<file path="src/sv/ttb_front.sv">
// Front end: accepts corners, holds the first two and forms whole triangles.
`timescale 1ns / 1ps
module ttb_front #(
    parameter int COORD_BITS = 16
) (
    input  logic                      clk,
    input  logic                      rst_n,
    input  logic                      in_valid,
    output logic                      in_ready,
    input  logic [5*COORD_BITS-1:0]   corner,
    output logic                      push,
    input  logic                      push_ready,
    output logic [15*COORD_BITS-1:0]  tri_data
);

    localparam int CW = 5 * COORD_BITS;

    logic [1:0]    count_reg;
    logic [CW-1:0] corner_a_reg;
    logic [CW-1:0] corner_b_reg;
    logic          third;
    logic          accept;

    // A corner count of three cannot arise; it is handled as a third corner.
    assign third    = count_reg[1];
    assign in_ready = !third || push_ready;
    assign accept   = in_valid && in_ready;
    assign push     = accept && third;
    assign tri_data = {corner, corner_b_reg, corner_a_reg};

    always_ff @(posedge clk or negedge rst_n)
    begin
        if (!rst_n)
        begin
            count_reg <= '0;
        end
        else if (accept)
        begin
            count_reg <= third ? 2'd0 : count_reg + 2'd1;
        end
    end

    always_ff @(posedge clk)
    begin
        if (accept && (count_reg == 2'd0))
        begin
            corner_a_reg <= corner;
        end
        if (accept && (count_reg == 2'd1))
        begin
            corner_b_reg <= corner;
        end
    end

endmodule

</file>
<file path="config.mk">
export PLATFORM = sky130hd
export DESIGN_NAME = ttb_front
export DESIGN_NICKNAME = d
export VERILOG_FILES = /design/src/sv/ttb_front.sv
export SDC_FILE = /design/constraint.sdc
export NUM_CORES = 1
export LEC_CHECK = 0
export ABC_AREA = 0
export BUFFER_PORTS_ARGS = -buffer_cell sky130_fd_sc_hd__buf_2
export CORE_AREA = 3 3 126 128
export DETAILED_ROUTE_END_ITERATION = 10
export DIE_AREA = 0 0 129 131
export PLACE_DENSITY = 0.68
export SLEW_MARGIN = 20
export SYNTH_ARGS = -nofsm -noshare
export SYNTH_HDL_FRONTEND = slang
export SYNTH_SLANG_ARGS = --single-unit
</file>
<file path="constraint.sdc">
create_clock -name clk -period 5.6 [get_ports clk]
set_input_delay 1.12 -clock clk [delete_from_list [all_inputs] [get_ports clk]]
set_output_delay 1.12 -clock clk [all_outputs]
set_load 0.02 [all_outputs]
</file>
==> run_results.csv <==
group,metric,value,unit
clocking,cts_tree,"built",
worst_setup_path,crit_type,"input port to primary output",
routing,postRouteAntennaNets,0,
logic_synthesis,synthesis.nets,335,
layout,syn_to_final_growth,33.5,%
clocking,hold_buffers,0,
power_and_ir_drop,ir_drop,0.251,mV
floorplan,num_rows,45,
timing,hold_viol,0,
floorplan,io_pins,326,
worst_setup_path,cp_common_cell,"buf_2",
worst_setup_path,critPathBufInv,2,
layout,n_antenna_cell,0,
clocking,cts_setup_buffers,0,
timing,period_minus_slack,2.69,ns
logic_synthesis,ys_seq_area_share,87.9,%
layout,drive_gt1_share,68.5,%
floorplan,core_area,15000,um^2
worst_setup_path,cp.required,4.48,ns
power_and_ir_drop,finalPower,3.27,mW
routing,wire_per_inst,16.7,um
placed_design,gp_congestion,0.716,
timing,tns,0,ns
clocking,cts_resized,0,
logic_synthesis,netlist_instances,251,
worst_setup_path,reg2reg_to,"corner_a_reg[15]$_DFFE_PP_",
timing,rsz0062_at_grt,"no",
floorplan,dieArea,16900,um^2
worst_setup_path,startpoint,"push_ready",
logic_synthesis,syn_area,5520,um^2
layout,final_util,49.2,%
logic_synthesis,ys_warn_count,0,
routing,viasPerCell,4.33,
clocking,path_clk_slew,0.06,ns
power_and_ir_drop,p_leak,3.07,nW
layout,final_cell_area,7370,um^2
logic_synthesis,ys_ff_latch,162,
worst_setup_path,worstSetupPathDepth,3,
timing,fin_hold_ws,0.482,ns
timing,skew,0.00508,ns
worst_setup_path,critPathArrivalTime,1.57,ns
timing,slew_headroom,62.0,%
clocking,cts-buffers-inserted,17,
global_route,antenna_found_initial,0,
worst_setup_path,end_kind,"primary output",
hold_path,min_path_type,"input port to asynchronous set/reset pin",
floorplan,die_y,131,um
floorplan,initial_core_util,36.9,%
routing,drtPass1Iterations,4,
placed_design,post-dp-hpwl,8650,um
routing,route.detailed.drc,0,
placed_design,placed_area,6810,um^2
global_route,grt_pass1_wl,16500,um
layout,nNetsFinal,601,
worst_setup_path,reg2reg_setup_slack,3.79,ns
logic_synthesis,synth_area_leaders,"edfxtp_1 (87%), buf_4 (11%), dfrtp_1 (0.91%)",
clocking,cts_sinks,162,
global_route,overflow,0,
timing,worst_pin_slew,0.570,ns
run_status,status,"complete, no violations",
clocking,cts_buffer_depth,2,
global_route,grt_max_degree,81,
worst_setup_path,cpPeakStageDelay,0.18,ns
routing,dr_total_vias,3109,
worst_setup_path,r2r_start,"count_reg[1]$_DFFE_PN0P_",
worst_setup_path,reg2regPathDepth,3,
timing,finalSetupViolations,0,
worst_setup_path,crit_fanout,2,
worst_setup_path,crit_path_top_delay_cell,"buf_2",
logic_synthesis,synth.largest_area_cell,"edfxtp_1",
timing,fin_crit_sh,48.1,%
power_and_ir_drop,power.density,444,nW/um^2
timing,clock.fmax,371,MHz
placed_design,port_buffers,325,
clocking,insertion_delay,0.41,ns
routing,drt_iter0_drc,205,
logic_synthesis,ys_types,11,
routing,drt-total-wl,12000,um
clocking,htreeDepth,4,
job,cap_violations,0,
worst_setup_path,crit_chain,"buf_2 -> nand2b_1 -> buf_2",
worst_setup_path,cp_top_family,"buffers and inverters",
timing,drv_slew,0,
layout,fill_cells,1273,
worst_setup_path,critPathLaunchType,"input port",
layout,multi_input_area,70.1,um^2
global_route,grtUsageTotal,13.4,%
logic_synthesis,synth_top_cell_area_share,87.0,%
clocking,cts_root_buffer,"clkbuf_16",
logic_synthesis,avgSynthCellArea,22.0,um^2
worst_setup_path,critical_path.endpoint,"in_ready",
global_route,first_global_vias,3048,
floorplan,die_w,129,um
layout,regArea,4850,um^2
## worst register-to-register path, stage by stage (launching register included)
cell	delay [ns]
dfrtp_1	0.42
nor2b_2	0.19
and2b_4	0.54
buf_16	0.31
## where the power goes
group          switching (mW)  internal, mW
combinational           0.449         0.174
sequential             0.0486          1.56
clock                   0.470         0.569
## metrics by stage
stage               setup slack (ns)  std cells
global route                    2.88        718
floorplan                       1.98        251
global placement                2.78        684
CTS                             2.90        717
finish                          2.91        718
detailed placement              2.80        685
## cell usage in the layout (no fill, tap or decap)
| cell type | netlist | layout |
|---|---|---|
| inv_6 | 0 | 4 |
| clkinv_2 | 0 | 4 |
| dfrtp_1 | 2 | 2 |
| a21oi_1 | 1 | 1 |
| edfxtp_1 | 160 | 160 |
| and2_4 | 0 | 1 |
| nor2b_2 | 1 | 1 |
| and3_1 | 1 | 1 |
| buf_2 | 0 | 325 |
| clkinv_4 | 0 | 2 |
| nand2b_1 | 1 | 1 |
| clkinvlp_4 | 0 | 5 |
| nor2_1 | 1 | 1 |
| a2bb2oi_2 | 1 | 1 |
| and2_1 | 2 | 1 |
| clkbuf_16 | 0 | 17 |
| buf_16 | 0 | 1 |
| and2b_4 | 0 | 1 |
| buf_12 | 0 | 1 |
## routing by layer
layer  up-vias  part of all wire [%]  track usage (%)
met4         0                   1.2             5.50
met1      1497                    37             15.0
met3        10                    10             6.06
met5         -                     0                0
met2       209                    51             22.4
li1       1393                     -                -
## worst min-delay path by stage
stage | start | to | slack (ns) | depth (start not counted)
3_3_place_gp | count_reg[1]$_DFFE_PN0P_ | count_reg[1]$_DFFE_PN0P_ | 0.54 | 2
6_report | rst_n | count_reg[0]$_DFFE_PN0P_ | 0.48 | 1
2_1_floorplan | count_reg[1]$_DFFE_PN0P_ | count_reg[1]$_DFFE_PN0P_ | 0.52 | 2
4_1_cts | rst_n | count_reg[0]$_DFFE_PN0P_ | 0.46 | 1
3_5_place_dp | count_reg[0]$_DFFE_PN0P_ | count_reg[0]$_DFFE_PN0P_ | 0.58 | 1
5_1_grt | rst_n | count_reg[0]$_DFFE_PN0P_ | 0.45 | 1
## synth_stat cells (all sizes together)
master	number
nand2b	1
a2bb2oi	1
and2b	1
a21oi	1
nor2	1
and2	2
edfxtp	160
dfrtp	2
buf	80
nor2b	1
and3	1
## cell families (layout without fill, tap and decap cells)
| group | count (synthesis) | after routing | share of synthesized area (%) |
|---|---|---|---|
| compound gates | 2 | 2 | 0.362 |
| buf+inv | 80 | 359 | 10.9 |
| flops | 162 | 162 | 87.9 |
| simple gates | 7 | 7 | 0.816 |
## cell type report
cell class / count / share of cell area [%]
clock buffer: 17 / 5.77
multi-input combinational: 9 / 0.951
tap: 188 / 3.19
clock inverter: 15 / 1.49
timing repair buffer: 327 / 22.7
sequential: 162 / 65.9
Power figures use the tool's default switching activity.
