===== src/sv/ttb_queue.sv =====
// Short first-in first-out queue of whole triangles between front and back.
`timescale 1ns / 1ps
module ttb_queue #(
    parameter int WIDTH = 240,
    parameter int DEPTH = 2
) (
    input  logic             clk,
    input  logic             rst_n,
    input  logic             push,
    input  logic [WIDTH-1:0] push_data,
    output logic             push_ready,
    input  logic             pop,
    output logic             pop_valid,
    output logic [WIDTH-1:0] pop_data
);

    localparam int AW = (DEPTH > 1) ? $clog2(DEPTH) : 1;
    localparam int CW = $clog2(DEPTH + 1);

    logic [WIDTH-1:0] mem_reg [DEPTH];
    logic [AW-1:0]    wr_ptr_reg;
    logic [AW-1:0]    rd_ptr_reg;
    logic [CW-1:0]    count_reg;
    logic             do_push;
    logic             do_pop;

    assign push_ready = (count_reg != CW'(DEPTH));
    assign pop_valid  = (count_reg != '0);
    assign pop_data   = mem_reg[rd_ptr_reg];
    assign do_push    = push && push_ready;
    assign do_pop     = pop && pop_valid;

    always_ff @(posedge clk or negedge rst_n)
    begin
        if (!rst_n)
        begin
            wr_ptr_reg <= '0;
            rd_ptr_reg <= '0;
            count_reg  <= '0;
        end
        else
        begin
            if (do_push)
            begin
                wr_ptr_reg <= (wr_ptr_reg == AW'(DEPTH - 1)) ? '0 : wr_ptr_reg + 1'b1;
            end
            if (do_pop)
            begin
                rd_ptr_reg <= (rd_ptr_reg == AW'(DEPTH - 1)) ? '0 : rd_ptr_reg + 1'b1;
            end
            if (do_push && !do_pop)
            begin
                count_reg <= count_reg + 1'b1;
            end
            else if (do_pop && !do_push)
            begin
                count_reg <= count_reg - 1'b1;
            end
        end
    end

    always_ff @(posedge clk)
    begin
        if (do_push)
        begin
            mem_reg[wr_ptr_reg] <= push_data;
        end
    end

endmodule


===== config.mk =====
export PLATFORM = sky130hd
export DESIGN_NAME = ttb_queue
export DESIGN_NICKNAME = d
export VERILOG_FILES = /design/src/sv/ttb_queue.sv
export SDC_FILE = /design/constraint.sdc
export NUM_CORES = 1
export LEC_CHECK = 0
export ABC_AREA = 1
export BUFFER_PORTS_ARGS = -buffer_cell sky130_fd_sc_hd__buf_2
export CELL_PAD_IN_SITES_DETAIL_PLACEMENT = 1
export CELL_PAD_IN_SITES_GLOBAL_PLACEMENT = 1
export CORE_MARGIN = 4
export CORE_UTILIZATION = 42
export DETAILED_ROUTE_END_ITERATION = 12
export PLACE_DENSITY_LB_ADDON = 0.25
export RECOVER_POWER = 50
export SLEW_MARGIN = 20
export SYNTH_ARGS = -nofsm -noshare
export SYNTH_HDL_FRONTEND = slang
export SYNTH_SLANG_ARGS = --single-unit

===== constraint.sdc =====
create_clock -name clk -period 12.7 [get_ports clk]
set_clock_uncertainty 0.15 [all_clocks]
set_input_delay 1.27 -clock clk [delete_from_list [all_inputs] [get_ports clk]]
set_output_delay 1.27 -clock clk [all_outputs]
set_load 0.05 [all_outputs]

==> report_table.html, run 1 <==
<table>
<tr><th>Metric</th><th>Value</th></tr>
<tr><th colspan="2">Status</th></tr>
<tr><td>Outcome</td><td>complete, but fails checks</td></tr>
<tr><td>Violations in the final reports</td><td>capacitance limit, slew limit</td></tr>
<tr><th colspan="2">Floorplanning</th></tr>
<tr><td>Core Footprint</td><td>0.0413 mm²</td></tr>
<tr><td>Die width</td><td>213 µm</td></tr>
<tr><td>Number of rows created at floorplan</td><td>74</td></tr>
<tr><td>Initial core utilization</td><td>between 40% and 50%</td></tr>
<tr><td>Number of placed I/O pins</td><td>486</td></tr>
<tr><td>Height of the chip</td><td>~210 µm</td></tr>
<tr><td>Area of the die</td><td>around 0.046 mm²</td></tr>
<tr><th colspan="2">Cells and area</th></tr>
<tr><td>Growth of design area from synthesis to finish</td><td>24.0%</td></tr>
<tr><td>Number of flip-flops under the largest register name</td><td>480</td></tr>
<tr><td>Total Nets Final</td><td>slightly above 2,000</td></tr>
<tr><td>Post-layout utilization of the core</td><td>between 50% and 60%</td></tr>
<tr><td>Fraction of layout instances using a drive strength above 1</td><td>a little under a quarter</td></tr>
<tr><th colspan="2">Yosys</th></tr>
<tr><td>Synth Net Count</td><td>roughly 1,500</td></tr>
<tr><td>Post-synth cell types</td><td>15</td></tr>
<tr><td>Fraction of the yosys area taken by sequential cells</td><td>around four fifths</td></tr>
<tr><td>Cells after Synth</td><td>roughly 1,300</td></tr>
<tr><td>Most used flip-flop cell after synthesis</td><td>sky130_fd_sc_hd__edfxtp_1</td></tr>
<tr><td>Simple-gate portion of the synthesized area</td><td>between 10% and 20%</td></tr>
<tr><td>Dominant combinational cell family by area after synthesis</td><td>simple AND/OR/NAND/NOR gates</td></tr>
<tr><td>Fraction of the mapped netlist area in adder cells</td><td>less than 1%</td></tr>
<tr><td>Compound-cell area share of the yosys netlist</td><td>0%</td></tr>
<tr><td>Cell with the most instances after synthesis</td><td>sky130_fd_sc_hd__nand2_1</td></tr>
<tr><td>Post-synth top area cell</td><td>sky130_fd_sc_hd__edfxtp_1</td></tr>
<tr><td>Share of the synthesized area in the top cell type</td><td>between 80 and 90%</td></tr>
<tr><td>Mux cell area share after synthesis</td><td>0%</td></tr>
<tr><td>Xor/xnor cell area share of the yosys netlist</td><td>0.0989%</td></tr>
<tr><td>Post-synthesis register bit count</td><td>roughly 480</td></tr>
<tr><td>Total of warnings raised by yosys</td><td>0</td></tr>
<tr><td>Proportion of synthesized flip-flops having asynchronous set or reset</td><td>less than 1%</td></tr>
<tr><td>Number of enable-type register cells in the synthesized netlist</td><td>480</td></tr>
<tr><td>Avg Cell Area, Syn</td><td>roughly 14 µm²</td></tr>
<tr><td>Most frequent cells after synthesis</td><td>730 x sky130_fd_sc_hd__nand2_1, 480 x sky130_fd_sc_hd__edfxtp_1, 27 x sky130_fd_sc_hd__buf_2, 12 x sky130_fd_sc_hd__buf_4, 12 x sky130_fd_sc_hd__buf_6</td></tr>
<tr><td>Top cells by area, synth</td><td>sky130_fd_sc_hd__edfxtp_1 81%, sky130_fd_sc_hd__nand2_1 15%, sky130_fd_sc_hd__buf_2 0.76%</td></tr>
<tr><td>Netlist area before placement</td><td>roughly 0.018 mm²</td></tr>
<tr><th colspan="2">Detailed routing</th></tr>
<tr><td>Via-per-instance ratio</td><td>between 4 and 5</td></tr>
<tr><td>Length of routed met2 wiring</td><td>between 20 and 25 mm</td></tr>
<tr><td>Number of search-and-repair iterations in the first detailed-routing pass</td><td>4</td></tr>
<tr><td>Routed length on met1</td><td>~18 mm</td></tr>
<tr><td>Antenna Violating Nets Remaining</td><td>0</td></tr>
<tr><td>Average detailed-routed wire length per instance</td><td>approximately 21 µm</td></tr>
<tr><td>Total via count after detailed routing</td><td>between 10,000 and 15,000</td></tr>
<tr><td>Highest metal layer with signal wires</td><td>met5</td></tr>
<tr><td>Post-Route WL</td><td>~49 mm</td></tr>
<tr><td>Starting DRT DRC Count</td><td>between 700 and 800</td></tr>
<tr><td>Met3 routed wirelength</td><td>4.83 mm</td></tr>
<tr><td>Post-route DRC violation count</td><td>0</td></tr>
<tr><th colspan="2">Timing</th></tr>
<tr><td>Worst Tran Pin Value</td><td>roughly 4700 ps</td></tr>
<tr><td>Final worst-path cycle share</td><td>between 50% and 60%</td></tr>
<tr><td>Final slew viol count</td><td>119</td></tr>
<tr><td>Setup repair after global routing missed its margin</td><td>no</td></tr>
<tr><td>Setup total negative slack</td><td>0 ps</td></tr>
<tr><td>Min Tclk post-route</td><td>about 7300 ps</td></tr>
<tr><td>Final hold violation count</td><td>0</td></tr>
<tr><td>Setup Viol. Count Final</td><td>0</td></tr>
<tr><td>Highest attainable clock frequency</td><td>between 100 and 150 MHz</td></tr>
<tr><td>Tightest slew margin relative to the limit</td><td>-210%</td></tr>
<tr><th colspan="2">Clock tree</th></tr>
<tr><td>Clock latency reported for the late side of the worst-skew pair</td><td>570 ps</td></tr>
<tr><td>Clock edge transition at the registers on the reported setup and hold paths</td><td>approximately 60 ps</td></tr>
<tr><td>Number of buffers inserted by post-CTS setup repair</td><td>0</td></tr>
<tr><td>Maximum clock path buffer count</td><td>3</td></tr>
<tr><td>Library cell used as clock root buffer</td><td>sky130_fd_sc_hd__clkbuf_16</td></tr>
<tr><td>Number of cells upsized or downsized after cts</td><td>0</td></tr>
<tr><td>Clock tree from TritonCTS</td><td>yes</td></tr>
<tr><td>TritonCTS Buffers</td><td>50</td></tr>
<tr><td>Cts-stage hold buffer count</td><td>0</td></tr>
<tr><td>Total number of H-tree levels</td><td>2</td></tr>
<tr><td>Sinks on Clock Net</td><td>approximately 480</td></tr>
<tr><th colspan="2">Power and ir drop</th></tr>
<tr><td>Share of power burned in the clock network</td><td>between 20% and 30%</td></tr>
<tr><td>Proportion of total power due to net switching</td><td>46.7%</td></tr>
<tr><td>Portion of total power attributed to sequential cells</td><td>about a third</td></tr>
<tr><td>Reported leakage power</td><td>just over 9 nW</td></tr>
<tr><td>Total chip power</td><td>6.66 mW</td></tr>
<tr><td>Switching power total</td><td>3.12 mW</td></tr>
<tr><td>Power density over cell area</td><td>between 300 and 400 mW/mm²</td></tr>
<tr><td>Pint</td><td>3.55 mW</td></tr>
<tr><td>Combinational group share of total power</td><td>between 40% and 50%</td></tr>
<tr><td>Maximum VDD drop</td><td>about 210 µV</td></tr>
<tr><th colspan="2">Place</th></tr>
<tr><td>DP HPWL</td><td>32.7 mm</td></tr>
<tr><td>Global placement routability congestion</td><td>0.762</td></tr>
<tr><td>Number of buffers added on ports</td><td>485</td></tr>
<tr><th colspan="2">Worst setup path</th></tr>
<tr><td>Startpoint types</td><td>primary input</td></tr>
<tr><td>Cell-by-cell trace of the critical path</td><td>buf_2 -&gt; nand2_1 -&gt; nor2_1 -&gt; clkbuf_1 -&gt; buf_4</td></tr>
<tr><td>Worst Path Class, Setup</td><td>primary input to flip-flop</td></tr>
<tr><td>Worst setup EP type</td><td>flip-flop</td></tr>
<tr><td>CP Buf/Inv Count</td><td>3</td></tr>
<tr><td>Largest fanout on the critical path</td><td>between 70 and 80</td></tr>
<tr><td>Family with the most delay on the worst path</td><td>buffers and inverters</td></tr>
<tr><td>Worst stage delay on the critical path</td><td>3350 ps</td></tr>
<tr><td>Critical Path Slowest Stage Cell</td><td>sky130_fd_sc_hd__clkbuf_1</td></tr>
<tr><td>Required time of the worst setup path</td><td>around 13,000 ps</td></tr>
<tr><td>Arrival time at the worst endpoint</td><td>around 7300 ps</td></tr>
<tr><th colspan="2">Job</th></tr>
<tr><td>Max_cap viols</td><td>3</td></tr>
<tr><th colspan="2">GRT</th></tr>
<tr><td>Overflow left after global routing</td><td>0</td></tr>
<tr><td>Initial antenna violation count</td><td>11</td></tr>
<tr><td>Pin count of the biggest net entering global routing</td><td>about 160</td></tr>
<tr><td>Number of global-route vias before repair</td><td>~12,000</td></tr>
<tr><td>First-pass GRT wire length</td><td>70.8 mm</td></tr>
<tr><td>Total GRT Usage</td><td>around a fifth</td></tr>
<tr><th colspan="2">Worst hold path</th></tr>
<tr><td>Type of the worst min-delay path</td><td>flip-flop to flip-flop</td></tr>
</table>
==> final cells by class <==
type / count / area (µm²)
antenna: 5 / 12.5
clock buffer: 63 / 1360
clock inverter: 27 / 251
fill: 4356 / 19300
inverter: 7 / 31.3
multi-input combinational: 738 / 2790
sequential: 484 / 14500
tap: 532 / 666
timing repair buffer: 495 / 2320
==> placed cells by master, fill, tap and decap left out, types with 6 or more instances in the layout <==
cell type                   instances
sky130_fd_sc_hd__buf_2            337
sky130_fd_sc_hd__buf_4              7
sky130_fd_sc_hd__clkbuf_1         159
sky130_fd_sc_hd__clkbuf_16         53
sky130_fd_sc_hd__clkinv_1          10
sky130_fd_sc_hd__clkinv_2          11
sky130_fd_sc_hd__edfxtp_1         480
sky130_fd_sc_hd__inv_1              6
sky130_fd_sc_hd__nand2_1          730
==> path summary, 6_finish.rpt <==
check                                         startpoint                   endpoint  slack (ps)  cells past startpoint
min in group asynchronous                          rst_n     wr_ptr_reg$_DFFE_PN0P_         420                      1
max in group asynchronous                          rst_n     rd_ptr_reg$_DFFE_PN0P_       11690                      1
worst max register to register  count_reg[0]$_DFFE_PN0P_  mem_reg[0][120]$_DFFE_PP_        5480                      6
worst min-delay path            count_reg[1]$_DFFE_PN0P_   count_reg[1]$_DFFE_PN0P_         360                      2
worst max-delay path                                push  mem_reg[0][120]$_DFFE_PP_        5410                      5
worst min register to register  count_reg[1]$_DFFE_PN0P_   count_reg[1]$_DFFE_PN0P_         360                      2
==> metal layers <==
layer | vias up | track usage [%]
met4 | 12 | 6.40
met1 | 5693 | 23.8
met2 | 390 | 35.8
met5 | - | 0
li1 | 5336 | -
met3 | 86 | 7.63
==> power groups by stage <==
stage	combinational, mW	clock (mW)	sequential [mW]
floorplan	2.21	0	2.43
global placement	2.91	0	2.32
detailed placement	2.95	0	2.35
CTS	2.96	1.48	2.32
global route	3.08	1.56	2.35
finish	2.90	1.44	2.32
==> cell families (layout without fill, tap and decap cells) <==
group                    after synthesis  after routing
XOR/XNOR                               2              2
adder cells (fa/ha/maj)                1              1
buffers and inverters                 60            592
flip-flops                           484            484
other                                  0              5
AND/OR/NAND/NOR                      735            735
==> worst min-delay path, cell delays in order (launching register included) <==
cell and delay, ps:
sky130_fd_sc_hd__dfrtp_1 370, sky130_fd_sc_hd__nand2_1 60, sky130_fd_sc_hd__nand2_1 50
==> per-stage QoR <==
| step | std cells | area, µm² | hold slack [ps] | setup slack [ps] |
|---|---|---|---|---|
| floorplan | 1282 | 17700 | 312 | 348 |
| global placement | 2255 | 20500 | 330 | 8150 |
| detailed placement | 2256 | 20600 | 356 | 8150 |
| CTS | 2346 | 22200 | 330 | 7710 |
| global route | 2347 | 21900 | 393 | 4790 |
| finish | 2351 | 22000 | 362 | 5410 |
Power figures use the tool's default switching activity.
==> inputs of run 2 (changes only) <==
Settings changed: ABC_AREA 1 to 0, CORE_UTILIZATION 42 to 45.
Clock period 12.7 ns to 7.4 ns, I/O delays scaled along.
==> run 2 against run 1 <==
Against the previous run: the run still ends with capacitance limit, slew limit left; first-iteration DRC count is 42% lower; global-route usage down 1.2 points; power is 69% higher; design area up 3.4%; combinational power grew 65%; worst setup slack got worse by 3400 ps; register-to-register slack worse by 3200 ps; sequential cell count unchanged; sequential share of layout area fell by 2.2 points; hold slack got worse by 170 ps; wire length decreased by 9.6%; area after synthesis rose by 3.4%; critical path type is now flip-flop to primary output; largest cell class unchanged; largest power group unchanged; highest routed layer unchanged.
==> report_table.html, run 2 <==
<table>
<tr><th>Metric</th><th>Value</th></tr>
<tr><th colspan="2">Floorplanning</th></tr>
<tr><td>Number of placed I/O pins</td><td>486 (unchanged)</td></tr>
<tr><td>Die width</td><td>210 µm (was 213 µm)</td></tr>
<tr><td>Area of the die</td><td>0.0440 mm² (was 0.0455 mm²)</td></tr>
<tr><td>Initial core utilization</td><td>45.7% (was 42.9%)</td></tr>
<tr><td>Height of the chip</td><td>210 µm (was 213 µm)</td></tr>
<tr><td>Number of rows created at floorplan</td><td>73 (was 74)</td></tr>
<tr><td>Core Footprint</td><td>0.0400 mm² (was 0.0413 mm²)</td></tr>
<tr><th colspan="2">Yosys</th></tr>
<tr><td>Fraction of the yosys area taken by sequential cells</td><td>79.3% (was 82.0%)</td></tr>
<tr><td>Most frequent cells after synthesis</td><td>480 x sky130_fd_sc_hd__edfxtp_1, 190 x sky130_fd_sc_hd__mux2_4, 50 x sky130_fd_sc_hd__mux2_2, 21 x sky130_fd_sc_hd__buf_6, 5 x sky130_fd_sc_hd__buf_2 (was 730 x sky130_fd_sc_hd__nand2_1, 480 x sky130_fd_sc_hd__edfxtp_1, 27 x sky130_fd_sc_hd__buf_2, 12 x sky130_fd_sc_hd__buf_4, 12 x sky130_fd_sc_hd__buf_6)</td></tr>
<tr><td>Synth Net Count</td><td>1,010 (was 1,527)</td></tr>
<tr><td>Avg Cell Area, Syn</td><td>23.9 µm² (was 13.8 µm²)</td></tr>
<tr><td>Post-synthesis register bit count</td><td>484 (unchanged)</td></tr>
<tr><td>Fraction of the mapped netlist area in adder cells</td><td>0.0684% (was 0.0707%)</td></tr>
<tr><td>Compound-cell area share of the yosys netlist</td><td>0% (unchanged)</td></tr>
<tr><td>Total of warnings raised by yosys</td><td>0 (unchanged)</td></tr>
<tr><td>Dominant combinational cell family by area after synthesis</td><td>multiplexers (was simple AND/OR/NAND/NOR gates)</td></tr>
<tr><td>Post-synth cell types</td><td>16 (was 15)</td></tr>
<tr><td>Mux cell area share after synthesis</td><td>18.7% (was 0%)</td></tr>
<tr><td>Cell with the most instances after synthesis</td><td>sky130_fd_sc_hd__edfxtp_1 (was sky130_fd_sc_hd__nand2_1)</td></tr>
<tr><td>Post-synth top area cell</td><td>sky130_fd_sc_hd__edfxtp_1 (unchanged)</td></tr>
<tr><td>Netlist area before placement</td><td>0.0183 mm² (was 0.0177 mm²)</td></tr>
<tr><td>Top cells by area, synth</td><td>sky130_fd_sc_hd__edfxtp_1 79%, sky130_fd_sc_hd__mux2_4 16%, sky130_fd_sc_hd__mux2_2 3.1% (was sky130_fd_sc_hd__edfxtp_1 81%, sky130_fd_sc_hd__nand2_1 15%, sky130_fd_sc_hd__buf_2 0.76%)</td></tr>
<tr><td>Number of enable-type register cells in the synthesized netlist</td><td>480 (unchanged)</td></tr>
<tr><td>Proportion of synthesized flip-flops having asynchronous set or reset</td><td>0.826% (unchanged)</td></tr>
<tr><td>Cells after Synth</td><td>765 (was 1,282)</td></tr>
<tr><td>Xor/xnor cell area share of the yosys netlist</td><td>0.239% (was 0.0989%)</td></tr>
<tr><td>Share of the synthesized area in the top cell type</td><td>78.8% (was 81.4%)</td></tr>
<tr><td>Simple-gate portion of the synthesized area</td><td>0.185% (was 15.6%)</td></tr>
<tr><td>Most used flip-flop cell after synthesis</td><td>sky130_fd_sc_hd__edfxtp_1 (unchanged)</td></tr>
<tr><th colspan="2">Power and ir drop</th></tr>
<tr><td>Share of power burned in the clock network</td><td>22.2% (was 21.6%)</td></tr>
<tr><td>Proportion of total power due to net switching</td><td>40.5% (was 46.7%)</td></tr>
<tr><td>Reported leakage power</td><td>8.68 nW (was 9.10 nW)</td></tr>
<tr><td>Maximum VDD drop</td><td>317 µV (was 213 µV)</td></tr>
<tr><td>Combinational group share of total power</td><td>42.5% (was 43.6%)</td></tr>
<tr><td>Power density over cell area</td><td>496 mW/mm² (was 303 mW/mm²)</td></tr>
<tr><td>Portion of total power attributed to sequential cells</td><td>35.3% (was 34.8%)</td></tr>
<tr><td>Pint</td><td>6.71 mW (was 3.55 mW)</td></tr>
<tr><td>Switching power total</td><td>4.57 mW (was 3.12 mW)</td></tr>
<tr><th colspan="2">Detailed routing</th></tr>
<tr><td>Total via count after detailed routing</td><td>9,181 (was 11,500)</td></tr>
<tr><td>Average detailed-routed wire length per instance</td><td>23.7 µm (was 20.6 µm)</td></tr>
<tr><td>Via-per-instance ratio</td><td>4.96 (was 4.90)</td></tr>
<tr><td>Antenna Violating Nets Remaining</td><td>0 (unchanged)</td></tr>
<tr><td>Met3 routed wirelength</td><td>4.79 mm (was 4.83 mm)</td></tr>
<tr><td>Post-Route WL</td><td>43.9 mm (was 48.5 mm)</td></tr>
<tr><td>Post-route DRC violation count</td><td>0 (unchanged)</td></tr>
<tr><td>Length of routed met2 wiring</td><td>21.7 mm (was 24.7 mm)</td></tr>
<tr><td>Starting DRT DRC Count</td><td>415 (was 720)</td></tr>
<tr><td>Highest metal layer with signal wires</td><td>met5 (unchanged)</td></tr>
<tr><td>Number of search-and-repair iterations in the first detailed-routing pass</td><td>4 (unchanged)</td></tr>
<tr><td>Routed length on met1</td><td>15.9 mm (was 17.7 mm)</td></tr>
<tr><th colspan="2">Worst setup path</th></tr>
<tr><td>Critical register-to-register path startpoint</td><td>count_reg[0]$_DFFE_PN0P_ (unchanged)</td></tr>
<tr><td>Startpoint types</td><td>flip-flop (was primary input)</td></tr>
<tr><td>Required time of the worst setup path</td><td>6510 ps (was 12,740 ps)</td></tr>
<tr><td>Number of stages on the worst setup path</td><td>3 (was 5)</td></tr>
<tr><td>Setup slack of the worst register-to-register path</td><td>2280 ps (was 5480 ps)</td></tr>
<tr><td>Critical Path Slowest Stage Cell</td><td>sky130_fd_sc_hd__dfrtp_1 (was sky130_fd_sc_hd__clkbuf_1)</td></tr>
<tr><td>Worst Path Class, Setup</td><td>flip-flop to primary output (was primary input to flip-flop)</td></tr>
<tr><td>Reg2reg end</td><td>mem_reg[1][113]$_DFFE_PP_ (was mem_reg[0][120]$_DFFE_PP_)</td></tr>
<tr><td>Cell-by-cell trace of the critical path</td><td>buf_4 -&gt; mux2_4 -&gt; buf_2 (was buf_2 -&gt; nand2_1 -&gt; nor2_1 -&gt; clkbuf_1 -&gt; buf_4)</td></tr>
<tr><td>Largest fanout on the critical path</td><td>53 (was 79)</td></tr>
<tr><td>Number of cells traversed by the worst register-to-register path</td><td>4 (was 6)</td></tr>
<tr><td>Family with the most delay on the worst path</td><td>flip-flops (was buffers and inverters)</td></tr>
<tr><td>Critical Path Source</td><td>rd_ptr_reg$_DFFE_PN0P_ (was push)</td></tr>
<tr><td>Capture point of the critical path</td><td>pop_data[159] (was mem_reg[0][120]$_DFFE_PP_)</td></tr>
<tr><td>Worst setup EP type</td><td>primary output (was flip-flop)</td></tr>
<tr><td>Arrival time at the worst endpoint</td><td>4480 ps (was 7330 ps)</td></tr>
<tr><td>Worst stage delay on the critical path</td><td>2240 ps (was 3350 ps)</td></tr>
<tr><td>CP Buf/Inv Count</td><td>2 (was 3)</td></tr>
<tr><th colspan="2">Place</th></tr>
<tr><td>Number of buffers added on ports</td><td>485 (unchanged)</td></tr>
<tr><td>Global placement routability congestion</td><td>0.783 (was 0.762)</td></tr>
<tr><td>DP HPWL</td><td>30.7 mm (was 32.7 mm)</td></tr>
<tr><th colspan="2">Cells and area</th></tr>
<tr><td>Total Nets Final</td><td>1,530 (was 2,021)</td></tr>
<tr><td>Growth of design area from synthesis to finish</td><td>24.1% (was 24.0%)</td></tr>
<tr><td>Number of flip-flops under the largest register name</td><td>480 (unchanged)</td></tr>
<tr><td>Post-layout utilization of the core</td><td>56.7% (was 53.2%)</td></tr>
<tr><td>Most common library cell in the layout ignoring fill and taps</td><td>sky130_fd_sc_hd__edfxtp_1 (was sky130_fd_sc_hd__nand2_1)</td></tr>
<tr><td>Commonest cells after routing, fill and taps aside</td><td>480 x sky130_fd_sc_hd__edfxtp_1, 343 x sky130_fd_sc_hd__buf_2, 190 x sky130_fd_sc_hd__mux2_4, 151 x sky130_fd_sc_hd__clkbuf_1, 51 x sky130_fd_sc_hd__clkbuf_16 (was 730 x sky130_fd_sc_hd__nand2_1, 480 x sky130_fd_sc_hd__edfxtp_1, 337 x sky130_fd_sc_hd__buf_2, 159 x sky130_fd_sc_hd__clkbuf_1, 53 x sky130_fd_sc_hd__clkbuf_16)</td></tr>
<tr><td>Fraction of layout instances using a drive strength above 1</td><td>50.1% (was 23.0%)</td></tr>
<tr><th colspan="2">Job</th></tr>
<tr><td>Max_cap viols</td><td>5 (was 3)</td></tr>
<tr><th colspan="2">Timing</th></tr>
<tr><td>Setup repair after global routing missed its margin</td><td>no (unchanged)</td></tr>
<tr><td>Setup Viol. Count Final</td><td>0 (unchanged)</td></tr>
<tr><td>Highest attainable clock frequency</td><td>~190 MHz</td></tr>
<tr><td>Final worst-path cycle share</td><td>between 70% and 80%</td></tr>
<tr><td>Final hold violation count</td><td>0 (unchanged)</td></tr>
<tr><td>Final slew viol count</td><td>183 (was 119)</td></tr>
<tr><td>Tightest slew margin relative to the limit</td><td>-86.1% (was -210%)</td></tr>
<tr><td>Worst Tran Pin Value</td><td>2790 ps (was 4650 ps)</td></tr>
<tr><td>Min Hold Slack</td><td>194 ps (was 362 ps)</td></tr>
<tr><td>Min Tclk post-route</td><td>around 5400 ps</td></tr>
<tr><td>Setup total negative slack</td><td>0 ps (unchanged)</td></tr>
<tr><th colspan="2">GRT</th></tr>
<tr><td>Total GRT Usage</td><td>19.4% (was 20.6%)</td></tr>
<tr><td>Number of global-route vias before repair</td><td>10,100 (was 12,300)</td></tr>
<tr><td>Overflow left after global routing</td><td>0 (unchanged)</td></tr>
<tr><td>Pin count of the biggest net entering global routing</td><td>111 (was 156)</td></tr>
<tr><td>Initial antenna violation count</td><td>18 (was 11)</td></tr>
<tr><td>First-pass GRT wire length</td><td>63.6 mm (was 70.8 mm)</td></tr>
<tr><th colspan="2">Clock tree</th></tr>
<tr><td>Clock tree from TritonCTS</td><td>yes (unchanged)</td></tr>
<tr><td>Sinks on Clock Net</td><td>484 (unchanged)</td></tr>
<tr><td>Clock latency reported for the late side of the worst-skew pair</td><td>580 ps (was 570 ps)</td></tr>
<tr><td>TritonCTS Buffers</td><td>49 (was 50)</td></tr>
<tr><td>Maximum clock path buffer count</td><td>3 (unchanged)</td></tr>
<tr><td>Number of cells upsized or downsized after cts</td><td>0 (unchanged)</td></tr>
<tr><td>Total number of H-tree levels</td><td>2 (unchanged)</td></tr>
<tr><td>Clock edge transition at the registers on the reported setup and hold paths</td><td>70 ps (was 60 ps)</td></tr>
<tr><td>Library cell used as clock root buffer</td><td>sky130_fd_sc_hd__clkbuf_16 (unchanged)</td></tr>
<tr><th colspan="2">Status</th></tr>
<tr><td>Outcome</td><td>complete, but fails checks (unchanged)</td></tr>
<tr><td>Violations in the final reports</td><td>capacitance limit, slew limit (unchanged)</td></tr>
<tr><th colspan="2">Worst hold path</th></tr>
<tr><td>Type of the worst min-delay path</td><td>primary input to flip-flop (was flip-flop to flip-flop)</td></tr>
</table>
## run 2: changes by cell type after synthesis, moves of 5 or more
cell                      before  now
sky130_fd_sc_hd__nand2_1     730    2
sky130_fd_sc_hd__mux2_4        0  190
sky130_fd_sc_hd__mux2_2        0   50
sky130_fd_sc_hd__buf_2        27    5
sky130_fd_sc_hd__buf_4        12    0
sky130_fd_sc_hd__buf_6        12   21
sky130_fd_sc_hd__inv_1         6    1
## run 2: layer usage
| metal | vias up | track usage (%) |
|---|---|---|
| met5 | - | 0 |
| met4 | 28 | 6.59 |
| met3 | 93 | 8.28 |
| met2 | 391 | 32.3 |
| met1 | 4570 | 22.7 |
| li1 | 4099 | - |
## run 2: timing repair
action,CTS,global route
hold buffers,1,0
setup buffers,0,0
endpoints found under the hold margin,4,0
## run 2: logic make-up after synthesis
| logic type | after synthesis |
|---|---|
| AND/OR/NAND/NOR | 7 |
| buffers and inverters | 28 |
| adder cells (fa/ha/maj) | 1 |
| flip-flops | 484 |
| XOR/XNOR | 5 |
| multiplexers | 240 |
## run 2: how the worst min path moves through the flow
| stage | startpoint | endpoint | slack (ps) | cells past startpoint |
|---|---|---|---|---|
| 2_1_floorplan | rst_n | count_reg[0]$_DFFE_PN0P_ | 290 | 0 |
| 3_3_place_gp | count_reg[1]$_DFFE_PN0P_ | count_reg[1]$_DFFE_PN0P_ | 320 | 1 |
| 3_5_place_dp | count_reg[1]$_DFFE_PN0P_ | count_reg[1]$_DFFE_PN0P_ | 330 | 1 |
| 4_1_cts | push_data[190] | mem_reg[0][190]$_DFFE_PP_ | 160 | 1 |
| 5_1_grt | push_data[127] | mem_reg[0][127]$_DFFE_PP_ | 170 | 1 |
| 6_report | push_data[190] | mem_reg[0][190]$_DFFE_PP_ | 190 | 1 |
## run 2: layout make-up
type	instances	area (µm²)
multi-input cells	253	3510
well taps	525	657
fillers	3716	17300
flip-flops and latches	484	14500
clock buffers	60	1330
inverters	1	3.75
diodes	6	15.0
repair buffers	496	2370
clock inverters	26	304
## run 2: worst reg2reg max path: cells and delay by family, from the launching register on
family | cells | cell delay (ps)
simple gates | 2 | 1660
buf+inv | 2 | 2480
flops | 1 | 420
## run 2: through the flow
stage	std cells	instance area, µm²	setup slack [ps]	power [mW]
after global placement	1756	21200	4020	8.80
final	1851	22700	2030	11.3
after CTS	1843	22900	3330	11.4
after detailed placement	1756	21200	3980	8.86
after floorplan	765	18300	126	7.96
after global routing	1849	22700	1800	11.7
## run 2: power by group through the flow
| stage | Clock (mW) | Sequential (mW) | Combinational (mW) |
|---|---|---|---|
| 3_5_place_dp | 0 | 4.04 | 4.82 |
| 3_3_place_gp | 0 | 4.00 | 4.80 |
| 6_report | 2.51 | 3.98 | 4.79 |
| 4_1_cts | 2.57 | 3.99 | 4.84 |
| 2_1_floorplan | 0 | 4.03 | 3.93 |
| 5_1_grt | 2.69 | 4.04 | 4.97 |
